$ cat config.mk
export PLATFORM = sky130hd
export DESIGN_NAME = bba_ram
export DESIGN_NICKNAME = d
export VERILOG_FILES = /design/src/rtl/bba_ram.sv
export SDC_FILE = /design/constraint.sdc
export NUM_CORES = 1
export LEC_CHECK = 0
export ABC_CLOCK_PERIOD_IN_PS = 1400
export BUFFER_PORTS_ARGS = -buffer_cell sky130_fd_sc_hd__buf_2
export CAP_MARGIN = 20
export CORE_MARGIN = 2
export CORE_UTILIZATION = 54
export DETAILED_ROUTE_END_ITERATION = 10
export PLACE_DENSITY = 0.7
export SLEW_MARGIN = 40
export SYNTH_ARGS = -nofsm -noshare
export SYNTH_HDL_FRONTEND = slang
export SYNTH_SLANG_ARGS = --single-unit
$ cat constraint.sdc
create_clock -name i_clk -period 1.4 [get_ports i_clk]
set_input_delay 0 -clock i_clk [delete_from_list [all_inputs] [get_ports i_clk]]
set_output_delay 0 -clock i_clk [all_outputs]
set_load 0.02 [all_outputs]
$ cat src/rtl/bba_ram.sv
// generic single-port-write, single-port-read synchronous ram, registered read
// no dependencies
module bba_ram #(
    parameter int WIDTH = 8,
    parameter int DEPTH = 16
) (
    input  logic                     i_clk,
    input  logic                     i_we,
    input  logic [$clog2(DEPTH)-1:0] i_waddr,
    input  logic [WIDTH-1:0]         i_wdata,
    input  logic [$clog2(DEPTH)-1:0] i_raddr,
    output logic [WIDTH-1:0]         o_rdata
);
    logic [WIDTH-1:0] r_mem [DEPTH];

    // write port and registered read port
    always_ff @(posedge i_clk) begin
        if (i_we) begin
            r_mem[i_waddr] <= i_wdata;
        end
        o_rdata <= r_mem[i_raddr];
    end
endmodule

==> flow_summary_export.csv <==
group,metric,value,unit
global_route,track_usage,0.2129,
drt,wl_per_cell,21.88,microns
status,status,"finished, final reports clean",
drt,wl,9604,microns
logic_synthesis,postSynthAreaPerCell,22.48,sq um
sta,post-route-min-period,1381,ps
logic_synthesis,synth_area_leader_cell,"edfxtp_1",
logic_synthesis,synth-simple-area-share,0.03184,
run,maxCapViolations,0,
drt,drt-initial-drc-count,291,
placed_design,dp_hpwl,5993,microns
drt,vias_per_cell,5.729,
finish,fillers,560,
placed_design,gp_congestion,0.7155,
setup_path,worstPathCellList,"mux4_2 > a22oi_1 > nand2_1",
drt,drt-pass1-iter-count,6,
setup_path,worst_setup_path_end_kind,"flip-flop",
min_path,hold_class,"input pin to flip-flop",
setup_path,r2r_cells,3,
setup_path,r2r_end,"o_rdata[6]$_DFF_P_",
finish,fin_cells,439,
finish,layout.nets,315,
logic_synthesis,synth_xor_area_frac,0,
sta,finalClockSkew,12.15,ps
logic_synthesis,synthCells,229,
logic_synthesis,synthFlopType,"edfxtp_1",
finish,final_core_util,0.6815,
logic_synthesis,synth-async-reset-ratio,0,
floorplan,ios,26,
cts,numCtsBuffers,17,
setup_path,start_kind,"flip-flop",
logic_synthesis,synth_compound_area_frac,0.02333,
floorplan,std_cell_rows,35,
finish,layout-drive-gt1-share,0.3355,
min_path,min_to,"o_rdata[4]$_DFF_P_",
logic_synthesis,synthTopCellsByArea,"edfxtp_1 (75%), mux4_2 (7.9%), mux4_1 (7.1%)",
setup_path,max_stage_delay,470,ps
logic_synthesis,synth-seq-cells,136,
cts,cts_htree_levels,4,
global_route,grt_pass1_vias,2619,
floorplan,dieArea,10330,sq um
pwr,power_density,1544,nW/um^2
global_route,grt_pass1_wl,15060,microns
cts,path_clk_slew,60,ps
logic_synthesis,syn_area,5147,sq um
sta,setup_viol,0,
placed_design,portBuffers,25,
global_route,overflow,0,
floorplan,die_width,101.6,microns
placed_design,placed_area,5573,sq um
drt,ant_nets,0,
floorplan,dieHeight,101.6,microns
logic_synthesis,ys_warn_count,0,
setup_path,required,1800,ps
cts,cts_max_path_buffers,2,
pwr,ir_worst_vdd,1126,uV
cts,worstSkewPairLatency,520,ps
setup_path,crit_path_top_delay_cell,"mux4_2",
logic_synthesis,synth_nets,247,
sta,fin_hold_ws,56.39,ps
finish,synthToLayoutAreaGrowth,22.34,%
sta,tightest_slew,813.1,ps
global_route,antenna_found_initial,0,
sta,hold_viol,0,
cts,cts-root-buf,"clkbuf_8",
logic_synthesis,synth_top_family_by_area,"multiplexers",
sta,slew_viol_final,0,
logic_synthesis,seq_area_frac_synth,0.7778,
finish,multi_input_area,1072,sq um
finish,insertedDiodeCount,0,
logic_synthesis,synthMuxAreaShare,0.1502,
sta,timing.fmax,724.3,MHz
pwr,p_leak,2.181,nW
placed_design,dp_cells,399,
min_path,whs_path_depth,5,
sta,period_share,0.9862,
global_route,grt_start_max_net_pins,17,
setup_path,worstSetupPathType,"flip-flop to flip-flop",
logic_synthesis,yosysTopAreaCellShare,0.7467,
logic_synthesis,synthAdderAreaFrac,0,
cts,post-cts-setup-buffers,0,
cts,cts_sinks,136,
finish,design_area,6297,sq um
floorplan,core_area,9240,sq um
drt,drc,0,
setup_path,crit_path_max_fanout,1,
min_path,hp-start,"i_raddr[1]",
logic_synthesis,ys_types,19,
setup_path,arrival,1780,ps
finish,seq_area,4004,sq um
logic_synthesis,synth_edf_count,128,
floorplan,start_util,0.5571,
sta,slew_headroom,0.4559,
pwr,power,9.723,mW
drt,vias,2515,
cts,cts_tree,"built",
setup_path,worst-r2r-setup-slack,20,ps
setup_path,regToRegStartpoint,"r_mem[2][6]$_DFFE_PP_",
-- logic make-up (layout without fill, tap and decap cells) --
family / Yosys count / in the layout
buffers and inverters: 10 / 91
AOI/OAI and AO/OA: 16 / 16
and+or+nand+nor: 35 / 35
muxes: 32 / 32
DFF: 136 / 136
-- cells in the final DEF (no fill, tap or decap), drive strengths merged --
cell type    netlist  final
or3b               1      1
clkinv             0      4
dlygate4sd3        0      8
mux4              32     32
and2b              1      1
clkbuf             0     20
nand2b             2      2
nand2              9      9
nor2b              1      1
dfxtp              8      8
bufinv             0      4
a22oi             16     16
nor2              13     13
nor3               4      4
and2               1      1
nand3              1      1
clkinvlp           0      1
buf                7     51
inv                0      3
edfxtp           128    128
nand3b             2      2
-- metrics by stage --
step	TNS (ps)	worst slack, ps
5_1_grt	-13.68	-13.68
3_5_place_dp	-30.72	-30.72
6_report	0	19.35
3_3_place_gp	-16.14	-16.14
2_1_floorplan	0	133.9
4_1_cts	0	30.23
-- repair_timing --
action,in CTS,in global routing
hold buffers,8,0
setup endpoints to repair,0,2
resized for setup,0,2
endpoints found under the hold margin,128,0
-- how the worst max path moves through the flow --
stage | to | slack, ps | depth (start not counted) | start
after floorplan | r_mem[3][0]$_DFFE_PP_ | 130 | 2 | i_waddr[2]
after global placement | o_rdata[3]$_DFF_P_ | -20 | 5 | i_raddr[0]
after detailed placement | o_rdata[3]$_DFF_P_ | -30 | 5 | i_raddr[0]
after CTS | o_rdata[2]$_DFF_P_ | 30 | 3 | r_mem[1][2]$_DFFE_PP_
after global routing | o_rdata[2]$_DFF_P_ | -10 | 3 | r_mem[1][2]$_DFFE_PP_
final | o_rdata[6]$_DFF_P_ | 20 | 3 | r_mem[2][6]$_DFFE_PP_
-- power breakdown --
part / internal, mW / switching, mW
logic: 0.209 / 0.270
clock network: 3.02 / 1.65
registers: 4.55 / 0.0252
-- final cells by class --
type                            instances  area share
Tap cell                              129     0.02563
Clock inverter                         12     0.03000
Multi-Input combinational cell         83      0.1703
Timing Repair Buffer                   59     0.06755
Sequential cell                       136      0.6358
Clock buffer                           20     0.07073
-- sequential cells by signal, indices dropped and copies added, names as in the netlist --
signal and flops:
r_mem 128, o_rdata 8
-- cell usage after synthesis (2+ instances only) --
| library cell | count |
|---|---|
| dfxtp_1 | 8 |
| a22oi_1 | 16 |
| mux4_2 | 18 |
| edfxtp_1 | 128 |
| nand3b_1 | 2 |
| mux4_1 | 14 |
| clkdlybuf4s25_2 | 3 |
| nor2_1 | 13 |
| buf_6 | 3 |
| buf_2 | 3 |
| nand2b_1 | 2 |
| nor3_1 | 4 |
| nand2_1 | 9 |
-- critical path: cells and delay by family (launching register included) --
family             cells  cell delay (ps)
DFF                    1              370
muxes                  1              470
and+or+nand+nor        1               80
AOI/OAI and AO/OA      1              340
-- metal layers --
layer	GRT usage	part of all wire	routed length (microns)	vias to the layer above
met1	0.2880	0.41	3930	1283
met4	0.08420	0.017	167	0
met5	0	0	0	-
met3	0.06073	0.069	664	16
met2	0.3325	0.50	4842	104
li1	-	-	-	1112
(Power assumes the default switching activity.)
